--- src/hw/rtl/z80alu_pkg.sv ---
package z80alu_pkg;

  // Operation codes; 30 and 31 are unused and pass accumulator, flags and wide input through
  typedef enum logic [4:0] {
    OP_ADD   = 5'd0,
    OP_ADC   = 5'd1,
    OP_SUB   = 5'd2,
    OP_SBC   = 5'd3,
    OP_AND   = 5'd4,
    OP_XOR   = 5'd5,
    OP_OR    = 5'd6,
    OP_CP    = 5'd7,
    OP_INC   = 5'd8,
    OP_DEC   = 5'd9,
    OP_ADD16 = 5'd10,
    OP_ADC16 = 5'd11,
    OP_SBC16 = 5'd12,
    OP_RLCA  = 5'd13,
    OP_RRCA  = 5'd14,
    OP_RLA   = 5'd15,
    OP_RRA   = 5'd16,
    OP_DAA   = 5'd17,
    OP_CPL   = 5'd18,
    OP_SCF   = 5'd19,
    OP_CCF   = 5'd20,
    OP_RLC   = 5'd21,
    OP_RRC   = 5'd22,
    OP_RL    = 5'd23,
    OP_RR    = 5'd24,
    OP_SLA   = 5'd25,
    OP_SRA   = 5'd26,
    OP_SLL   = 5'd27,
    OP_SRL   = 5'd28,
    OP_BIT   = 5'd29
  } op_t;

  // Flag bit positions
  localparam int unsigned FLAG_S  = 7;
  localparam int unsigned FLAG_Z  = 6;
  localparam int unsigned FLAG_5  = 5;
  localparam int unsigned FLAG_H  = 4;
  localparam int unsigned FLAG_3  = 3;
  localparam int unsigned FLAG_PV = 2;
  localparam int unsigned FLAG_N  = 1;
  localparam int unsigned FLAG_C  = 0;

  // DAA constants
  localparam logic [7:0] DAA_LO_CORR = 8'h06;
  localparam logic [7:0] DAA_HI_CORR = 8'h60;
  localparam logic [7:0] DAA_HI_LIM  = 8'h99;
  localparam logic [3:0] DAA_LO_LIM  = 4'd9;

  // Captured input item
  typedef struct packed {
    op_t         op;
    logic [7:0]  a;
    logic [7:0]  f;
    logic [15:0] v16;
    logic [15:0] w;
    logic [2:0]  b;
  } in_t;

  // Intermediate results between execute and flag stages
  typedef struct packed {
    op_t         op;
    logic [7:0]  a;
    logic [7:0]  f;
    logic [15:0] v16;
    logic [15:0] w;
    logic [7:0]  r8;
    logic        cy;
    logic [15:0] r16;
    logic        c16;
    logic        daa_h;
    logic        bit_zero;
    logic        bit_sign;
    logic [15:0] wz;
  } mid_t;

endpackage

--- src/hw/rtl/z80alu_exec.sv ---
module z80alu_exec (
  input  logic              clk,
  input  logic              rst,
  input  logic              in_valid,
  input  z80alu_pkg::in_t   in_item,
  output logic              mid_valid,
  output z80alu_pkg::mid_t  mid
);

  z80alu_pkg::mid_t mid_next;

  logic [7:0]  a;
  logic [7:0]  f;
  logic [7:0]  v;
  logic        c;
  logic        cin;
  logic [8:0]  add9;
  logic [8:0]  sub9;
  logic [16:0] add17;
  logic [16:0] sub17;
  logic        daa_lo;
  logic        daa_hi;
  logic [7:0]  daa_corr;

  assign a = in_item.a;
  assign f = in_item.f;
  assign v = in_item.v16[7:0];
  assign c = f[z80alu_pkg::FLAG_C];
  assign cin = ((in_item.op == z80alu_pkg::OP_ADC) || (in_item.op == z80alu_pkg::OP_SBC)) ?
               c : 1'b0;

  // 8-bit and 16-bit adders; bit 8 / bit 16 is carry or borrow
  assign add9  = {1'b0, a} + {1'b0, v} + {8'b0, cin};
  assign sub9  = {1'b0, a} - {1'b0, v} - {8'b0, cin};
  assign add17 = {1'b0, in_item.w} + {1'b0, in_item.v16} +
                 {16'b0, (in_item.op == z80alu_pkg::OP_ADC16) ? c : 1'b0};
  assign sub17 = {1'b0, in_item.w} - {1'b0, in_item.v16} - {16'b0, c};

  // Decimal adjust correction
  assign daa_lo   = f[z80alu_pkg::FLAG_H] || (a[3:0] > z80alu_pkg::DAA_LO_LIM);
  assign daa_hi   = c || (a > z80alu_pkg::DAA_HI_LIM);
  assign daa_corr = (daa_lo ? z80alu_pkg::DAA_LO_CORR : 8'h00) |
                    (daa_hi ? z80alu_pkg::DAA_HI_CORR : 8'h00);

  // Result byte, carry and 16-bit result per operation
  always_comb begin
    mid_next          = '0;
    mid_next.op       = in_item.op;
    mid_next.a        = a;
    mid_next.f        = f;
    mid_next.v16      = in_item.v16;
    mid_next.w        = in_item.w;
    mid_next.r8       = a;
    mid_next.cy       = c;
    mid_next.r16      = in_item.w;
    mid_next.c16      = 1'b0;
    mid_next.daa_h    = 1'b0;
    mid_next.bit_zero = ~v[in_item.b];
    mid_next.bit_sign = (in_item.b == 3'd7) && v[7];
    mid_next.wz       = in_item.w + 16'd1;
    case (in_item.op)
      z80alu_pkg::OP_ADD, z80alu_pkg::OP_ADC: begin
        mid_next.r8 = add9[7:0];
        mid_next.cy = add9[8];
      end
      z80alu_pkg::OP_SUB, z80alu_pkg::OP_SBC, z80alu_pkg::OP_CP: begin
        mid_next.r8 = sub9[7:0];
        mid_next.cy = sub9[8];
      end
      z80alu_pkg::OP_AND: mid_next.r8 = a & v;
      z80alu_pkg::OP_XOR: mid_next.r8 = a ^ v;
      z80alu_pkg::OP_OR:  mid_next.r8 = a | v;
      z80alu_pkg::OP_INC: mid_next.r8 = v + 8'd1;
      z80alu_pkg::OP_DEC: mid_next.r8 = v - 8'd1;
      z80alu_pkg::OP_ADD16, z80alu_pkg::OP_ADC16: begin
        mid_next.r16 = add17[15:0];
        mid_next.c16 = add17[16];
      end
      z80alu_pkg::OP_SBC16: begin
        mid_next.r16 = sub17[15:0];
        mid_next.c16 = sub17[16];
      end
      z80alu_pkg::OP_RLCA: begin
        mid_next.r8 = {a[6:0], a[7]};
        mid_next.cy = a[7];
      end
      z80alu_pkg::OP_RRCA: begin
        mid_next.r8 = {a[0], a[7:1]};
        mid_next.cy = a[0];
      end
      z80alu_pkg::OP_RLA: begin
        mid_next.r8 = {a[6:0], c};
        mid_next.cy = a[7];
      end
      z80alu_pkg::OP_RRA: begin
        mid_next.r8 = {c, a[7:1]};
        mid_next.cy = a[0];
      end
      z80alu_pkg::OP_DAA: begin
        mid_next.cy = daa_hi;
        if (f[z80alu_pkg::FLAG_N]) begin
          mid_next.r8    = a - daa_corr;
          mid_next.daa_h = a[3:0] < daa_corr[3:0];
        end else begin
          mid_next.r8    = a + daa_corr;
          mid_next.daa_h = ({1'b0, a[3:0]} + {1'b0, daa_corr[3:0]}) > 5'd15;
        end
      end
      z80alu_pkg::OP_CPL: mid_next.r8 = ~a;
      z80alu_pkg::OP_RLC: begin
        mid_next.r8 = {v[6:0], v[7]};
        mid_next.cy = v[7];
      end
      z80alu_pkg::OP_RRC: begin
        mid_next.r8 = {v[0], v[7:1]};
        mid_next.cy = v[0];
      end
      z80alu_pkg::OP_RL: begin
        mid_next.r8 = {v[6:0], c};
        mid_next.cy = v[7];
      end
      z80alu_pkg::OP_RR: begin
        mid_next.r8 = {c, v[7:1]};
        mid_next.cy = v[0];
      end
      z80alu_pkg::OP_SLA: begin
        mid_next.r8 = {v[6:0], 1'b0};
        mid_next.cy = v[7];
      end
      z80alu_pkg::OP_SRA: begin
        mid_next.r8 = {v[7], v[7:1]};
        mid_next.cy = v[0];
      end
      z80alu_pkg::OP_SLL: begin
        mid_next.r8 = {v[6:0], 1'b1};
        mid_next.cy = v[7];
      end
      z80alu_pkg::OP_SRL: begin
        mid_next.r8 = {1'b0, v[7:1]};
        mid_next.cy = v[0];
      end
      default: ;
    endcase
  end

  // Stage register
  always_ff @(posedge clk) begin
    if (rst) begin
      mid_valid <= 1'b0;
    end else begin
      mid_valid <= in_valid;
    end
  end

  always_ff @(posedge clk) begin
    if (in_valid) begin
      mid <= mid_next;
    end
  end

endmodule

--- src/hw/rtl/z80_alu_with_flags.sv ---
// Channel  | Ports                                              | Transfer
// ---------+----------------------------------------------------+------------------------
// command  | operation acc_in flags_in operand wide_in bit_index | start high, busy low
// result   | acc_out flags_out result8 result16 wz_out          | done high for one cycle
//
// Three register stages: input capture, execute (adders, shifts, DAA), flag
// assembly with output select. done follows an accepted start through in_valid and mid_valid.
// One operation is accepted every cycle; busy is never raised.
// Synchronous reset clears the valid bits only; the result side cannot stall.
module z80_alu_with_flags (
  input  logic        clk,
  input  logic        rst,
  input  logic        start,
  output logic        busy,
  input  logic [4:0]  operation,
  input  logic [7:0]  acc_in,
  input  logic [7:0]  flags_in,
  input  logic [15:0] operand,
  input  logic [15:0] wide_in,
  input  logic [2:0]  bit_index,
  output logic        done,
  output logic [7:0]  acc_out,
  output logic [7:0]  flags_out,
  output logic [7:0]  result8,
  output logic [15:0] result16,
  output logic [15:0] wz_out
);

  logic              in_valid;
  z80alu_pkg::in_t   in_item;
  logic              mid_valid;
  z80alu_pkg::mid_t  mid;

  logic [7:0]  acc_next;
  logic [7:0]  flags_next;
  logic [7:0]  result8_next;
  logic [15:0] result16_next;
  logic [7:0]  szp;
  logic [7:0]  v;
  logic [7:0]  af;
  logic        h8;
  logic        ov_add8;
  logic        ov_sub8;
  logic        h16;
  logic        ov_add16;
  logic        ov_sub16;

  assign busy = 1'b0;

  // Input capture
  always_ff @(posedge clk) begin
    if (rst) begin
      in_valid <= 1'b0;
    end else begin
      in_valid <= start && !busy;
    end
  end

  always_ff @(posedge clk) begin
    if (start && !busy) begin
      in_item.op  <= z80alu_pkg::op_t'(operation);
      in_item.a   <= acc_in;
      in_item.f   <= flags_in;
      in_item.v16 <= operand;
      in_item.w   <= wide_in;
      in_item.b   <= bit_index;
    end
  end

  z80alu_exec u_exec (
    .clk       (clk),
    .rst       (rst),
    .in_valid  (in_valid),
    .in_item   (in_item),
    .mid_valid (mid_valid),
    .mid       (mid)
  );

  // Flag terms from the execute results
  assign v        = mid.v16[7:0];
  assign af       = mid.a | mid.f;
  assign szp      = {mid.r8[7], mid.r8 == 8'h00, mid.r8[5], 1'b0, mid.r8[3], ~^mid.r8,
                     2'b00};
  assign h8       = mid.a[4] ^ v[4] ^ mid.r8[4];
  assign ov_add8  = ~(mid.a[7] ^ v[7]) & (mid.a[7] ^ mid.r8[7]);
  assign ov_sub8  = (mid.a[7] ^ v[7]) & (mid.a[7] ^ mid.r8[7]);
  assign h16      = mid.w[12] ^ mid.v16[12] ^ mid.r16[12];
  assign ov_add16 = ~(mid.w[15] ^ mid.v16[15]) & (mid.w[15] ^ mid.r16[15]);
  assign ov_sub16 = (mid.w[15] ^ mid.v16[15]) & (mid.w[15] ^ mid.r16[15]);

  // Flag assembly and output select
  always_comb begin
    acc_next      = mid.a;
    flags_next    = mid.f;
    result8_next  = 8'h00;
    result16_next = mid.w;
    case (mid.op)
      z80alu_pkg::OP_ADD, z80alu_pkg::OP_ADC: begin
        acc_next   = mid.r8;
        flags_next = {mid.r8[7], mid.r8 == 8'h00, mid.r8[5], h8, mid.r8[3], ov_add8,
                      1'b0, mid.cy};
      end
      z80alu_pkg::OP_SUB, z80alu_pkg::OP_SBC: begin
        acc_next   = mid.r8;
        flags_next = {mid.r8[7], mid.r8 == 8'h00, mid.r8[5], h8, mid.r8[3], ov_sub8,
                      1'b1, mid.cy};
      end
      z80alu_pkg::OP_CP: begin
        flags_next = {mid.r8[7], mid.r8 == 8'h00, v[5], h8, v[3], ov_sub8, 1'b1, mid.cy};
      end
      z80alu_pkg::OP_AND: begin
        acc_next   = mid.r8;
        flags_next = szp | 8'h10;
      end
      z80alu_pkg::OP_XOR, z80alu_pkg::OP_OR: begin
        acc_next   = mid.r8;
        flags_next = szp;
      end
      z80alu_pkg::OP_INC: begin
        flags_next = {mid.r8[7], mid.r8 == 8'h00, mid.r8[5], v[3:0] == 4'hF, mid.r8[3],
                      v == 8'h7F, 1'b0, mid.f[z80alu_pkg::FLAG_C]};
      end
      z80alu_pkg::OP_DEC: begin
        flags_next = {mid.r8[7], mid.r8 == 8'h00, mid.r8[5], v[3:0] == 4'h0, mid.r8[3],
                      v == 8'h80, 1'b1, mid.f[z80alu_pkg::FLAG_C]};
      end
      z80alu_pkg::OP_ADD16: begin
        result16_next = mid.r16;
        flags_next    = {mid.f[7:6], mid.r16[13], h16, mid.r16[11],
                         mid.f[z80alu_pkg::FLAG_PV], 1'b0, mid.c16};
      end
      z80alu_pkg::OP_ADC16: begin
        result16_next = mid.r16;
        flags_next    = {mid.r16[15], mid.r16 == 16'h0000, mid.r16[13], h16, mid.r16[11],
                         ov_add16, 1'b0, mid.c16};
      end
      z80alu_pkg::OP_SBC16: begin
        result16_next = mid.r16;
        flags_next    = {mid.r16[15], mid.r16 == 16'h0000, mid.r16[13], h16, mid.r16[11],
                         ov_sub16, 1'b1, mid.c16};
      end
      z80alu_pkg::OP_RLCA, z80alu_pkg::OP_RRCA, z80alu_pkg::OP_RLA, z80alu_pkg::OP_RRA: begin
        acc_next   = mid.r8;
        flags_next = {mid.f[7:6], mid.r8[5], 1'b0, mid.r8[3], mid.f[z80alu_pkg::FLAG_PV],
                      1'b0, mid.cy};
      end
      z80alu_pkg::OP_DAA: begin
        acc_next   = mid.r8;
        flags_next = {szp[7:5], mid.daa_h, szp[3:2], mid.f[z80alu_pkg::FLAG_N], mid.cy};
      end
      z80alu_pkg::OP_CPL: begin
        acc_next   = mid.r8;
        flags_next = {mid.f[7:6], mid.r8[5], 1'b1, mid.r8[3], mid.f[z80alu_pkg::FLAG_PV],
                      1'b1, mid.f[z80alu_pkg::FLAG_C]};
      end
      z80alu_pkg::OP_SCF: begin
        flags_next = {mid.f[7:6], af[5], 1'b0, af[3], mid.f[z80alu_pkg::FLAG_PV], 1'b0, 1'b1};
      end
      z80alu_pkg::OP_CCF: begin
        flags_next = {mid.f[7:6], af[5], mid.f[z80alu_pkg::FLAG_C], af[3],
                      mid.f[z80alu_pkg::FLAG_PV], 1'b0, ~mid.f[z80alu_pkg::FLAG_C]};
      end
      z80alu_pkg::OP_RLC, z80alu_pkg::OP_RRC, z80alu_pkg::OP_RL, z80alu_pkg::OP_RR,
      z80alu_pkg::OP_SLA, z80alu_pkg::OP_SRA, z80alu_pkg::OP_SLL, z80alu_pkg::OP_SRL: begin
        flags_next = {szp[7:1], mid.cy};
      end
      z80alu_pkg::OP_BIT: begin
        flags_next = {mid.bit_sign, mid.bit_zero, v[5], 1'b1, v[3], mid.bit_zero, 1'b0,
                      mid.f[z80alu_pkg::FLAG_C]};
      end
      default: ;
    endcase
    // Result byte: shifted or stepped byte where the operation makes one
    case (mid.op)
      z80alu_pkg::OP_INC, z80alu_pkg::OP_DEC,
      z80alu_pkg::OP_RLC, z80alu_pkg::OP_RRC, z80alu_pkg::OP_RL, z80alu_pkg::OP_RR,
      z80alu_pkg::OP_SLA, z80alu_pkg::OP_SRA, z80alu_pkg::OP_SLL, z80alu_pkg::OP_SRL:
        result8_next = mid.r8;
      default:
        result8_next = acc_next;
    endcase
  end

  // Output registers
  always_ff @(posedge clk) begin
    if (rst) begin
      done <= 1'b0;
    end else begin
      done <= mid_valid;
    end
  end

  always_ff @(posedge clk) begin
    if (mid_valid) begin
      acc_out   <= acc_next;
      flags_out <= flags_next;
      result8   <= result8_next;
      result16  <= result16_next;
      wz_out    <= mid.wz;
    end
  end

endmodule
--- config.mk ---
export PLATFORM = sky130hd
export DESIGN_NAME = z80_alu_with_flags
export DESIGN_NICKNAME = d
export VERILOG_FILES = /design/src/hw/rtl/z80alu_pkg.sv /design/src/hw/rtl/z80alu_exec.sv /design/src/hw/rtl/z80_alu_with_flags.sv
export SDC_FILE = /design/constraint.sdc
export NUM_CORES = 1
export LEC_CHECK = 0
export ABC_AREA = 1
export BUFFER_PORTS_ARGS = -buffer_cell sky130_fd_sc_hd__buf_2
export CAP_MARGIN = 40
export CORE_AREA = 2 2 185 187
export DETAILED_ROUTE_END_ITERATION = 6
export DIE_AREA = 0 0 187 189
export PLACE_DENSITY = 0.58
export SYNTH_ARGS = -nofsm -noshare
export SYNTH_HDL_FRONTEND = slang
export SYNTH_SLANG_ARGS = --single-unit
--- constraint.sdc ---
create_clock -name clk -period 3.55 [get_ports clk]
set_input_delay 0.5325 -clock clk [delete_from_list [all_inputs] [get_ports clk]]
set_output_delay 0.5325 -clock clk [all_outputs]
set_load 0.005 [all_outputs]
==> metrics.md, run 1 <==
| Metric | Value |
|---|---|
| CP Capture Type | register |
| Boundary Pins | about 120 |
| Clk sinks | approximately 210 |
| Largest area contributor in the netlist | edfxtp_1 |
| Row cnt | 67 |
| Worst skew pair latency | 0.53 ns |
| CTS Buffer Depth | 3 |
| CP Max Fanout | 8 |
| Critical path's slowest cell | edfxtp_1 |
| CTS tree | yes |
| Tmin final | roughly 3.2 ns |
| Final setup viols | 0 |
| Area of the multi-input gates | approximately 6100 sq um |
| Synth Cell Area | between 10000 and 15000 sq um |
| Port Buf Inserts | between 100 and 150 |
| Clk root buf | clkbuf_16 |
| Worst slew margin | between 40% and 50% |
| Share of cells above drive strength 1 | roughly 14% |
| Detailed-route DRC error count | 0 |
| Critical path data arrival time | ~3.4 ns |
| Post-synth EDFFs | between 200 and 250 |
| Yosys reg bits | 207 |
| Number of distinct library cells after synthesis | 47 |
| Cells after Synth | 1513 |
| Via Count | around 11000 |
| CTS clock-pin slew for the worst setup and hold paths | roughly 0.06 ns |
| Hold Buf Count CTS | 0 |
| Die area | 35300 sq um |
| Routability cong. | 0.948 |
| Worst Hold Class | in -> reg |
| GRT Total Usage | 22.1% |
| Starting DRT DRC Count | 976 |
| Yosys top cell area share | between 40% and 50% |
| Global-route wire length before repair | approximately 61 mm |
| Synth warnings | 0 |
| Post-CTS Resized | 0 |
| Post-synthesis sequential area ratio | between 40 and 50% |
| CP top delay family | simple AND/OR/NAND/NOR gates |
| Top cells by count, synth | nand2_1 (315), inv_1 (221), edfxtp_1 (204) |
| Fill count | 3291 |
| WL final | between 30 and 40 mm |
| RSZ-0062 raised after global routing | false |
| Via/cell ratio | about 5.2 |
| Slew Limit Fails | 0 |
| N_diodes | 0 |
| Area Overhead vs Synth | 15.9% |
| Peak supply drop | between 0.2 and 0.3 mV |
| H-tree Lvls | 1 |
| Worst Clk Skew | 0.0108 ns |
| Total grt overflow | 0 |
| Die span in x | between 150 and 200 um |
| Die Ht | ~190 um |
| Hpwl dp | 31.2 mm |
| Prevailing post-synth register cell | edfxtp_1 |
| CP most frequent cell | nand2_1 |
| CP required | 3.83 ns |
| PD cells | approximately 470 nW/um^2 |
| Area contributors post-synth | edfxtp_1 (46%), ha_1 (9.3%), nand2_1 (8.9%) |
| Max-cap viol count | 0 |
| Setup bufs post-CTS | 0 |
| Max incr delay on CP | 0.54 ns |
| Starting density of the core | between 30% and 40% |
| CP Launch Type | register |
| Critical Path, Cell by Cell | nand2_1 -> clkinv_1 -> nand2_1 -> nor3_1 -> fa_1 -> inv_1 -> fa_1 -> or2_2 -> a21oi_2 -> nand2_1 -> nand2_1 -> nand2_1 -> nand3_1 -> nand2_1 -> nand3_1 -> nand3_1 |
| TritonRoute pass-1 iters | 6 |
| Final worst path period share | around 90% |
| DR WL/cell | ~19 um |
| Cell with the most instances after synthesis | nand2_1 |
| Fin util | a little under half |
| Slew @ Worst Pin | just under 0.8 ns |
| Largest net degree at the start of global routing | 53 |
| TNS Setup | 0 ns |
| Post-synthesis average cell area | slightly below 9 sq um |
| Synthesized Nets | 1679 |
| Area of the core | around 33000 sq um |
| Post-DRT Antenna Nets | 0 |
| Crit path kind | reg -> reg |
| Inserted Clock Buffers | 24 |
| CP Buf/Inv Count | 2 |
| # nets final | 1846 |
| Leak pwr | about 6.8 nW |
| Register area | 6190 sq um |
| Outcome | complete, no violations |
| Antenna violations before repair | 1 |
| Vias in the first global route | 10600 |
| Max Clk Rate | roughly 320 MHz |
| Hold Vio Cnt, Final | 0 |
| FFs w/ async S/R, synth | 0% |
==> cells by family (layout without fill, tap and decap cells) <==
group | Yosys count | after routing | synth area share [%]
fa+ha+maj | 107 | 107 | 10.6
flops | 207 | 207 | 46.7
simple gates | 692 | 692 | 23.7
other cells | 1 | 1 | 0.0283
buf+inv | 253 | 438 | 7.32
compound gates | 221 | 221 | 9.45
xor+xnor | 32 | 32 | 2.12
==> path summary, 6_finish.rpt <==
kind	startpoint	endpoint	slack [ns]	cells after the start
setup reg to reg	in_item[51]$_DFFE_PP_	u_exec.mid[34]$_DFFE_PP_	0.39	16
hold / removal	rst	in_valid$_SDFF_PP0_	0.17	2
hold reg to reg	u_exec.mid[11]$_DFFE_PP_	wz_out[11]$_DFFE_PP_	0.42	0
setup / recovery	in_item[51]$_DFFE_PP_	u_exec.mid[34]$_DFFE_PP_	0.39	16
==> placed cells by master (no fill, tap or decap), types with 6 or more instances in the layout <==
cell,netlist,final
nand2_1,315,315
inv_1,221,221
edfxtp_1,204,204
nand3_1,137,137
nor2_1,120,120
buf_2,8,115
ha_1,98,98
o21ai_0,72,72
a21oi_1,67,67
o22ai_1,43,43
buf_4,2,38
nand4_1,37,37
clkbuf_16,0,24
xor2_1,23,23
nor3_1,18,18
inv_2,12,12
clkinv_1,7,12
nand3b_1,11,11
nor2_2,9,9
nand2_2,9,9
xnor2_1,9,9
o211ai_1,9,9
fa_1,9,9
nor4_1,8,8
nand3_2,7,7
nor3_2,6,6
==> flip-flops by register name, indices dropped and copies added, names as in the netlist <==
signal            flops
flags_out             8
in_item              56
result8               8
acc_out               8
done                  1
wz_out               16
in_valid              1
result16             16
u_exec.mid_valid      1
u_exec.mid           92
==> metal layers <==
metal	part of all wire (%)	vias to the layer above	global-route usage [%]
met1	50	5261	33.6
li1	-	5519	-
met2	41	369	32.7
met4	2.2	2	5.37
met3	6.7	55	3.78
met5	0.035	-	0
==> layout make-up <==
cell class / count / area share [%]
sequential: 207 / 40.3
inverter: 241 / 5.90
clock buffer: 27 / 3.99
clock inverter: 17 / 0.872
tap: 448 / 3.65
multi-input combinational: 1053 / 39.6
timing repair buffer: 153 / 5.61
==> power breakdown <==
part / switching (mW) / internal (mW) / total [mW] / leakage, nW
clock: 1.03 / 1.32 / 2.35 / 0.357
sequential: 0.166 / 2.92 / 3.09 / 1.95
combinational: 1.13 / 0.600 / 1.72 / 4.53
total: 2.32 / 4.85 / 7.16 / 6.84
==> stage by stage <==
| stage | setup slack (ns) | instances | hold slack [ns] | instance area (sq um) | power [mW] |
|---|---|---|---|---|---|
| 2_1_floorplan | 0.661 | 1513 | 0.400 | 13200 | 4.24 |
| 3_3_place_gp | 0.444 | 2102 | 0.403 | 14600 | 4.83 |
| 3_5_place_dp | 0.435 | 2102 | 0.405 | 14600 | 4.83 |
| 4_1_cts | 0.427 | 2146 | 0.147 | 15300 | 7.20 |
| 5_1_grt | 0.0845 | 2146 | 0.147 | 15300 | 7.54 |
| 6_report | 0.394 | 2146 | 0.175 | 15300 | 7.16 |
==> worst reg2reg max path: stages, from the launching register on <==
cell and delay [ns]:
edfxtp_1 0.54, nand2_1 0.09, clkinv_1 0.11, nand2_1 0.09
nor3_1 0.26, fa_1 0.26, inv_1 0.06, fa_1 0.37
or2_2 0.31, a21oi_2 0.23, nand2_1 0.10, nand2_1 0.14
nand2_1 0.09, nand3_1 0.09, nand2_1 0.05, nand3_1 0.07
nand3_1 0.06
Note: power is estimated with default switching activity, not from simulation.
==> inputs of run 2 (changes only) <==
==> constraint.sdc (replaced) <==
create_clock -name clk -period 3.16 [get_ports clk]
set_input_delay 0.474 -clock clk [delete_from_list [all_inputs] [get_ports clk]]
set_output_delay 0.474 -clock clk [all_outputs]
set_load 0.005 [all_outputs]
==> run 2 against run 1 <==
Against the previous run:
- utilization increased by 0.59 points
- non-clock buffer count increased by 18
- clock skew is 0.0032 ns higher
- die area is the same
- worst hold slack got worse by 0.084 ns
- sequential share of layout area shrank 0.51 points
- power rose by 14%
- via count rose by 1.0%
- largest cell class unchanged
==> metrics.md, run 2 (synthesis results as in run 1) <==
| Metric | Value |
|---|---|
| Worst Clk Skew | 0.0140 ns (+0.00325 ns) |
| Worst slew margin | 47.7% (+0.75 points) |
| Detailed-route DRC error count | 0 (unchanged) |
| Area Overhead vs Synth | 17.4% |
| Crit path kind | reg -> reg |
| Inserted Clock Buffers | 25 (+4.2%) |
| Max FFs per register | 92 (unchanged) |
| Commonest non-fill, non-tap cell in the layout | nand2_1 |
| CP Max Fanout | 4 (-4) |
| Via Count | 11300 (+1.0%) |
| RR Startpoint | in_item[35]$_DFFE_PP_ |
| Placed Area | 14700 sq um (+0.89%) |
| Final setup viols | 0 (unchanged) |
| Worst Hold Class | in -> reg |
| Fill count | 3277 (-0.43%) |
| CTS Buffer Depth | 3 (unchanged) |
| Worst skew pair latency | 0.56 ns (+0.03 ns) |
| Global-route wire length before repair | 60.1 mm (-1.0%) |
| Vias in the first global route | 10500 (-0.22%) |
| H-tree Lvls | 1 (unchanged) |
| Starting density of the core | 39.8% (unchanged) |
| Die area | 35300 sq um (unchanged) |
| Tmin final | 2.94 ns (-0.218 ns) |
| Slew @ Worst Pin | 0.782 ns (-0.0141 ns) |
| Leak pwr | 6.94 nW (+1.6%) |
| PD cells | 524 nW/um^2 (+12%) |
| Routability cong. | 0.964 (+1.7%) |
| Clk root buf | clkbuf_16 |
| Fin util | 46.7% (+0.59 points) |
| TNS Setup | 0 ns (unchanged) |
| Area of the core | 33300 sq um (unchanged) |
| Placed Cells | 2116 (+0.67%) |
| CTS tree | yes |
| CP required | 3.47 ns (-0.36 ns) |
| Post-DRT Antenna Nets | 0 (unchanged) |
| Hpwl dp | 30.5 mm (-2.1%) |
| Die span in x | 187 um (unchanged) |
| CP Capture Type | register |
| N_diodes | 0 (unchanged) |
| Most frequent cells in the layout | nand2_1 (315), inv_1 (221), edfxtp_1 (204) |
| GRT Total Usage | 21.9% (-0.23 points) |
| CTS clock-pin slew for the worst setup and hold paths | 0.06 ns (about the same) |
| Clk sinks | 207 (unchanged) |
| DR WL/cell | 18.0 um (-3.0%) |
| CP Launch Type | register |
| Final worst path period share | 93.0% (+4.1 points) |
| WL final | 38.9 mm (-2.2%) |
| Die Ht | 189 um (unchanged) |
| Antenna violations before repair | 0 (-1) |
| Top reg by flops | u_exec.mid |
| # nets final | 1865 (+1.0%) |
| TritonRoute pass-1 iters | 6 (unchanged) |
| Dpl ws | 0.163 ns (-0.272 ns) |
| Row cnt | 67 (unchanged) |
| Max Clk Rate | 340 MHz (+7.4%) |
| Via/cell ratio | 5.23 (+0.20%) |
| Max-cap viol count | 0 (unchanged) |
| Path depth of the worst reg2reg path | 14 (-2) |
| Hold Vio Cnt, Final | 0 (unchanged) |
| Port Buf Inserts | 115 (unchanged) |
| Boundary Pins | 117 (unchanged) |
| Total grt overflow | 0 (unchanged) |
| R2r setup slk | 0.22 ns (-0.17 ns) |
| Setup WS post-layout | 0.222 ns (-0.172 ns) |
| Crit path launch | in_item[35]$_DFFE_PP_ |
| Critical path data arrival time | 3.25 ns (-0.18 ns) |
| Largest net degree at the start of global routing | 56 (+5.7%) |
| Crit Reg-Reg Endpoint | u_exec.mid[36]$_DFFE_PP_ |
| Slew Limit Fails | 0 (unchanged) |
| Peak supply drop | 0.360 mV (+26%) |
| RSZ-0062 raised after global routing | false |
| Non-filler cells, final | 2164 (+0.84%) |
| Biggest regs | u_exec.mid: 92 flops, in_item: 56 flops |
| Crit path to | u_exec.mid[36]$_DFFE_PP_ |
| Cell area after layout | 15500 sq um (+1.3%) |
| Share of cells above drive strength 1 | 15.6% (+1.1 points) |
| Starting DRT DRC Count | 955 (-2.2%) |
| Outcome | complete, no violations |
## run 2: cell types whose count changed in the layout (fill, tap and decap cells not counted), moves of 2 or more
cell | previous run | this run
o21ai_1 | 4 | 6
o21ai_0 | 72 | 70
buf_12 | 0 | 2
clkinv_1 | 12 | 9
buf_4 | 38 | 54
## run 2: timing repair
| item | in CTS | in global routing |
|---|---|---|
| buffers inserted | 0 | 4 |
| hold buffers | 0 | 0 |
| endpoints found under the setup margin | 0 | 10 |
| gates resized for setup | 0 | 5 |
## run 2: layer usage
metal  track usage (%)  vias to the layer above  share of wire (%)
met5                 0                        -                  0
met4              6.17                        0                2.8
met3              2.97                       71                7.3
met2              32.7                      440                 42
met1              33.2                     5257                 48
li1                  -                     5555                  -
## run 2: worst max-delay path, stage by stage, from the launching register on
cell        delay, ns
edfxtp_1         0.43
clkinvlp_4       0.16
nor4_1           0.27
buf_4            0.19
inv_1            0.05
fa_1             0.41
fa_2             0.39
nor2_1           0.11
o21ai_0          0.14
nand4_1          0.14
nand3_1          0.08
nand3_1          0.10
nand3_1          0.08
nor2_1           0.09
nand2_1          0.05
## run 2: stage by stage
step	hold WS (ns)	total power [mW]
2_1_floorplan	0.400	4.77
3_3_place_gp	0.404	5.42
3_5_place_dp	0.405	5.43
4_1_cts	0.0636	8.20
5_1_grt	0.0674	8.59
6_report	0.0910	8.15
## run 2: power by group
| part | switching [mW] | leakage, nW | internal [mW] |
|---|---|---|---|
| logic | 1.28 | 4.63 | 0.704 |
| registers | 0.156 | 1.95 | 3.28 |
| clock network | 1.18 | 0.370 | 1.55 |
## run 2: cell type report
cell class                      count  area [sq um]  share of cell area [%]
Sequential cell                   207          6190                    39.8
Multi-Input combinational cell   1053          6090                    39.2
Timing Repair Buffer              171          1020                    6.57
Inverter                          241           910                    5.85
Clock buffer                       29           641                    4.12
Tap cell                          448           561                    3.61
Clock inverter                     15           130                   0.837
## run 2: how the worst min path moves through the flow
| stage | start | to | depth (start not counted) |
|---|---|---|---|
| after floorplan | in_item[37]$_DFFE_PP_ | u_exec.mid[79]$_DFFE_PP_ | 0 |
| after global placement | u_exec.mid[15]$_DFFE_PP_ | wz_out[15]$_DFFE_PP_ | 0 |
| after detailed placement | u_exec.mid[7]$_DFFE_PP_ | wz_out[7]$_DFFE_PP_ | 0 |
| after CTS | operand[9] | in_item[28]$_DFFE_PP_ | 1 |
| after global routing | flags_in[4] | in_item[39]$_DFFE_PP_ | 1 |
| final | acc_in[2] | in_item[45]$_DFFE_PP_ | 1 |
==> inputs of run 3 (changes only) <==
--- a/config.mk
+++ b/config.mk
@@ -5,12 +5,11 @@
 export SDC_FILE = /design/constraint.sdc
 export NUM_CORES = 1
 export LEC_CHECK = 0
-export ABC_AREA = 1
 export BUFFER_PORTS_ARGS = -buffer_cell sky130_fd_sc_hd__buf_2
 export CAP_MARGIN = 40
-export CORE_AREA = 2 2 185 187
+export CORE_AREA = 2 2 180 182
 export DETAILED_ROUTE_END_ITERATION = 6
-export DIE_AREA = 0 0 187 189
+export DIE_AREA = 0 0 182 184
 export PLACE_DENSITY = 0.58
 export SYNTH_ARGS = -nofsm -noshare
 export SYNTH_HDL_FRONTEND = slang
==> constraint.sdc (replaced) <==
create_clock -name clk -period 3.6 [get_ports clk]
set_input_delay 0.54 -clock clk [delete_from_list [all_inputs] [get_ports clk]]
set_output_delay 0.54 -clock clk [all_outputs]
set_load 0.005 [all_outputs]
==> run 3 against run 2 <==
Against the previous run:
- critical path depth is 1 higher
- clock-buffer cell count up 1
- highest routed layer unchanged
- final area shrank 6.1%
- power fell by 14%
- utilization decreased by 0.20 points
- clock power decreased by 16%
==> metrics.md, run 3 <==
| Metric | Value |
|---|---|
| Outcome | complete, no violations |
| Synth warnings | 0 (unchanged) |
| Cell area after layout | 14600 sq um (-6.1%) |
| Boundary Pins | 117 (unchanged) |
| Slew Limit Fails | 0 (unchanged) |
| GRT Total Usage | 20.5% (-1.4 points) |
| Cells after Synth | 1165 (-23%) |
| Worst skew pair latency | 0.53 ns (-0.03 ns) |
| Critical path data arrival time | 3.68 ns (+0.43 ns) |
| Worst Hold Class | in -> reg |
| Prevailing post-synth register cell | edfxtp_1 |
| TritonRoute pass-1 iters | 6 (unchanged) |
| Number of distinct library cells after synthesis | 76 (+62%) |
| CP Capture Type | register |
| Internal power | 4.86 mW (-12%) |
| GR Util met3 | 3.31% (+0.34 points) |
| Final worst path period share | 95.4% (+2.4 points) |
| Biggest regs | u_exec.mid: 92 flops, in_item: 56 flops |
| Fin util | 46.5% (-0.20 points) |
| Area of the core | 31400 sq um (-5.7%) |
| Total power | 6.97 mW (-14%) |
| Flop pwr share | 43.3% (+1.1 points) |
| CTS Buffer Depth | 3 (unchanged) |
| Leak pwr | 5.82 nW (-16%) |
| Psw | 2.11 mW (-20%) |
| Antenna violations before repair | 0 (unchanged) |
| Synthesized Nets | 1331 (-21%) |
| Slew @ Worst Pin | 0.845 ns (+0.0634 ns) |
| Total grt overflow | 0 (unchanged) |
| CP Launch Type | register |
| Clk root buf | clkbuf_16 |
| H-tree Lvls | 1 (unchanged) |
| Via Count | 9484 (-16%) |
| Largest area contributor in the netlist | edfxtp_1 |
| Largest net degree at the start of global routing | 58 (+3.6%) |
| CP Buf/Inv Count | 2 (-1) |
| Inserted Clock Buffers | 24 (-4.0%) |
| N_diodes | 0 (unchanged) |
| Post-synth EDFFs | 204 (unchanged) |
| RSZ-0062 raised after global routing | false |
| Yosys reg bits | 207 (unchanged) |
| Critical Path, Cell by Cell | buf_6 -> nand2b_1 -> nor2_1 -> nand2_2 -> nor2_1 -> fa_1 -> inv_1 -> fa_2 -> nor2_2 -> o311a_1 -> o311a_1 -> or2_4 -> a221oi_4 -> xnor2_1 -> o221ai_2 |
| Die span in x | 182 um (-2.7%) |
| Top Usage Layer GRT | met1 |
| Tmin final | 3.43 ns (+0.495 ns) |
| Switching share of total power | 30.2% (-1.9 points) |
| Share of cells above drive strength 1 | 17.4% (+1.8 points) |
| Fill count | 2943 (-10%) |
| Vias in the first global route | 9067 (-14%) |
| Non-filler cells, final | 1739 (-20%) |
| FFs w/ async S/R, synth | 0% (unchanged) |
| Clk sinks | 207 (unchanged) |
| Post-synthesis sequential area ratio | 49.4% (+2.6 points) |
| Starting density of the core | 39.9% (+0.13 points) |
| Die Ht | 184 um (-2.6%) |
| Met1 Usage GRT | 31.7% (-1.5 points) |
| Max FFs per register | 92 (unchanged) |
| Crit path kind | reg -> reg |
| CTS tree | yes |
| Starting DRT DRC Count | 827 (-13%) |
| DR WL/cell | 19.8 um (+10%) |
| Die area | 33500 sq um (-5.2%) |
| Yosys top cell area share | 48.9% (+2.6 points) |
| # nets final | 1485 (-20%) |
| TNS Setup | 0 ns (unchanged) |
| CP Max Fanout | 18 (+14) |
| Peak supply drop | 0.334 mV (-7.4%) |
| PD cells | 477 nW/um^2 (-8.9%) |
| Hold Vio Cnt, Final | 0 (unchanged) |
| Via/cell ratio | 5.45 (+4.2%) |
| Top reg by flops | u_exec.mid |
| Max Clk Rate | 291 MHz (-14%) |
| Max incr delay on CP | 0.38 ns (-0.05 ns) |
| WL final | 34.4 mm (-11%) |
| Final setup viols | 0 (unchanged) |
| Global-route wire length before repair | 53.2 mm (-11%) |
| Clock share of power | 32.9% (-0.6 points) |
| Routability cong. | 0.995 (+3.3%) |
| Met2 track utilization from global routing | 29.5% (-3.2 points) |
| Commonest non-fill, non-tap cell in the layout | edfxtp_1 |
| Area contributors post-synth | edfxtp_1 (49%), ha_1 (9.8%), xnor2_1 (4.0%) |
| Area Overhead vs Synth | 16.5% |
| Port Buf Inserts | 115 (unchanged) |
| Most frequent cells in the layout | edfxtp_1 (204), nand2_1 (127), buf_2 (115) |
| Placed Cells | 1695 (-20%) |
| Critical path's slowest cell | fa_1 |
| CTS clock-pin slew for the worst setup and hold paths | 0.07 ns (about the same) |
| Cell with the most instances after synthesis | edfxtp_1 |
| Max-cap viol count | 0 (unchanged) |
| Worst Clk Skew | 0.0149 ns (+0.000862 ns) |
| Synth Cell Area | 12500 sq um (-5.4%) |
| Hpwl dp | 25.7 mm (-16%) |
| Post-synthesis average cell area | 10.8 sq um (+23%) |
| Post-DRT Antenna Nets | 0 (unchanged) |
| Detailed-route DRC error count | 0 (unchanged) |
| CP required | 3.85 ns (+0.38 ns) |
| CP top delay family | compound AO/OA/AOI/OAI gates |
| Worst slew margin | 43.7% (-4.0 points) |
| Row cnt | 65 (-3.0%) |
| Placed Area | 13800 sq um (-6.0%) |
| Comb pwr share | 23.8% (-0.5 points) |
| Top cells by count, synth | edfxtp_1 (204), nand2_1 (128), ha_1 (98) |
[run 3: cell count changes in the layout (fill, tap and decap cells not counted), moves of 12 or more]
cell / change
a22oi_1: +21
xnor2_1: +48
a221oi_1: +13
nand4_1: -26
nand2b_1: +22
nand3_1: -106
inv_2: -12
nand2_1: -188
inv_1: -128
nor2b_1: +20
nor2_1: -51
o22ai_1: -38
[run 3: per-layer routing]
metal | up-vias | share of wire [%]
li1 | 4595 | -
met1 | 4463 | 49
met2 | 364 | 41
met3 | 62 | 7.2
met4 | 0 | 2.4
met5 | - | 0
[run 3: power groups by stage]
stage,Combinational (mW),Clock (mW),Sequential (mW)
global route,1.83,2.46,3.04
detailed placement,1.63,0,3.07
CTS,1.64,2.35,3.02
finish,1.66,2.29,3.02
global placement,1.62,0,3.07
floorplan,1.13,0,3.03
[run 3: layout make-up]
| class | instances | area (sq um) | share of cell area [%] |
|---|---|---|---|
| clock buffers | 30 | 623 | 4.27 |
| clock inverters | 14 | 120 | 0.823 |
| inverters | 93 | 349 | 2.39 |
| multi-input cells | 831 | 5870 | 40.2 |
| flip-flops and latches | 207 | 6190 | 42.4 |
| well taps | 402 | 503 | 3.45 |
| repair buffers | 162 | 945 | 6.47 |
[run 3: kinds of logic after synthesis]
group | Yosys count | share of synthesized area, %
AOI/OAI and AO/OA | 268 | 14.5
xor gates and xnor gates | 72 | 5.03
adders and majority gates | 107 | 11.2
buffers and inverters | 127 | 3.89
DFF | 207 | 49.4
muxes | 21 | 1.98
other | 1 | 0.0299
and+or+nand+nor | 362 | 14.0
[run 3: worst paths after layout]
kind	start	to	slack [ns]	cells after the start
worst max-delay path	in_item[55]$_DFFE_PP_	u_exec.mid[34]$_DFFE_PP_	0.17	15
worst min-delay path	acc_in[2]	in_item[45]$_DFFE_PP_	0.18	1
worst max register to register	in_item[55]$_DFFE_PP_	u_exec.mid[34]$_DFFE_PP_	0.17	15
worst min register to register	u_exec.mid[1]$_DFFE_PP_	wz_out[1]$_DFFE_PP_	0.42	0
[run 3: stage by stage]
stage / setup WS [ns] / hold WS (ns)
6_report: 0.167 / 0.182
5_1_grt: 0.00559 / 0.159
4_1_cts: 0.0456 / 0.155
3_5_place_dp: 0.0509 / 0.405
3_3_place_gp: 0.131 / 0.402
2_1_floorplan: 0.0105 / 0.400
[run 3: timing repair]
| item | 4_1_cts | 5_1_grt |
|---|---|---|
| endpoints found under the hold margin | 0 | 0 |
| resized for setup | 0 | 5 |
| setup endpoints to repair | 0 | 3 |
| buffers inserted | 0 | 0 |
| hold buffers | 0 | 0 |
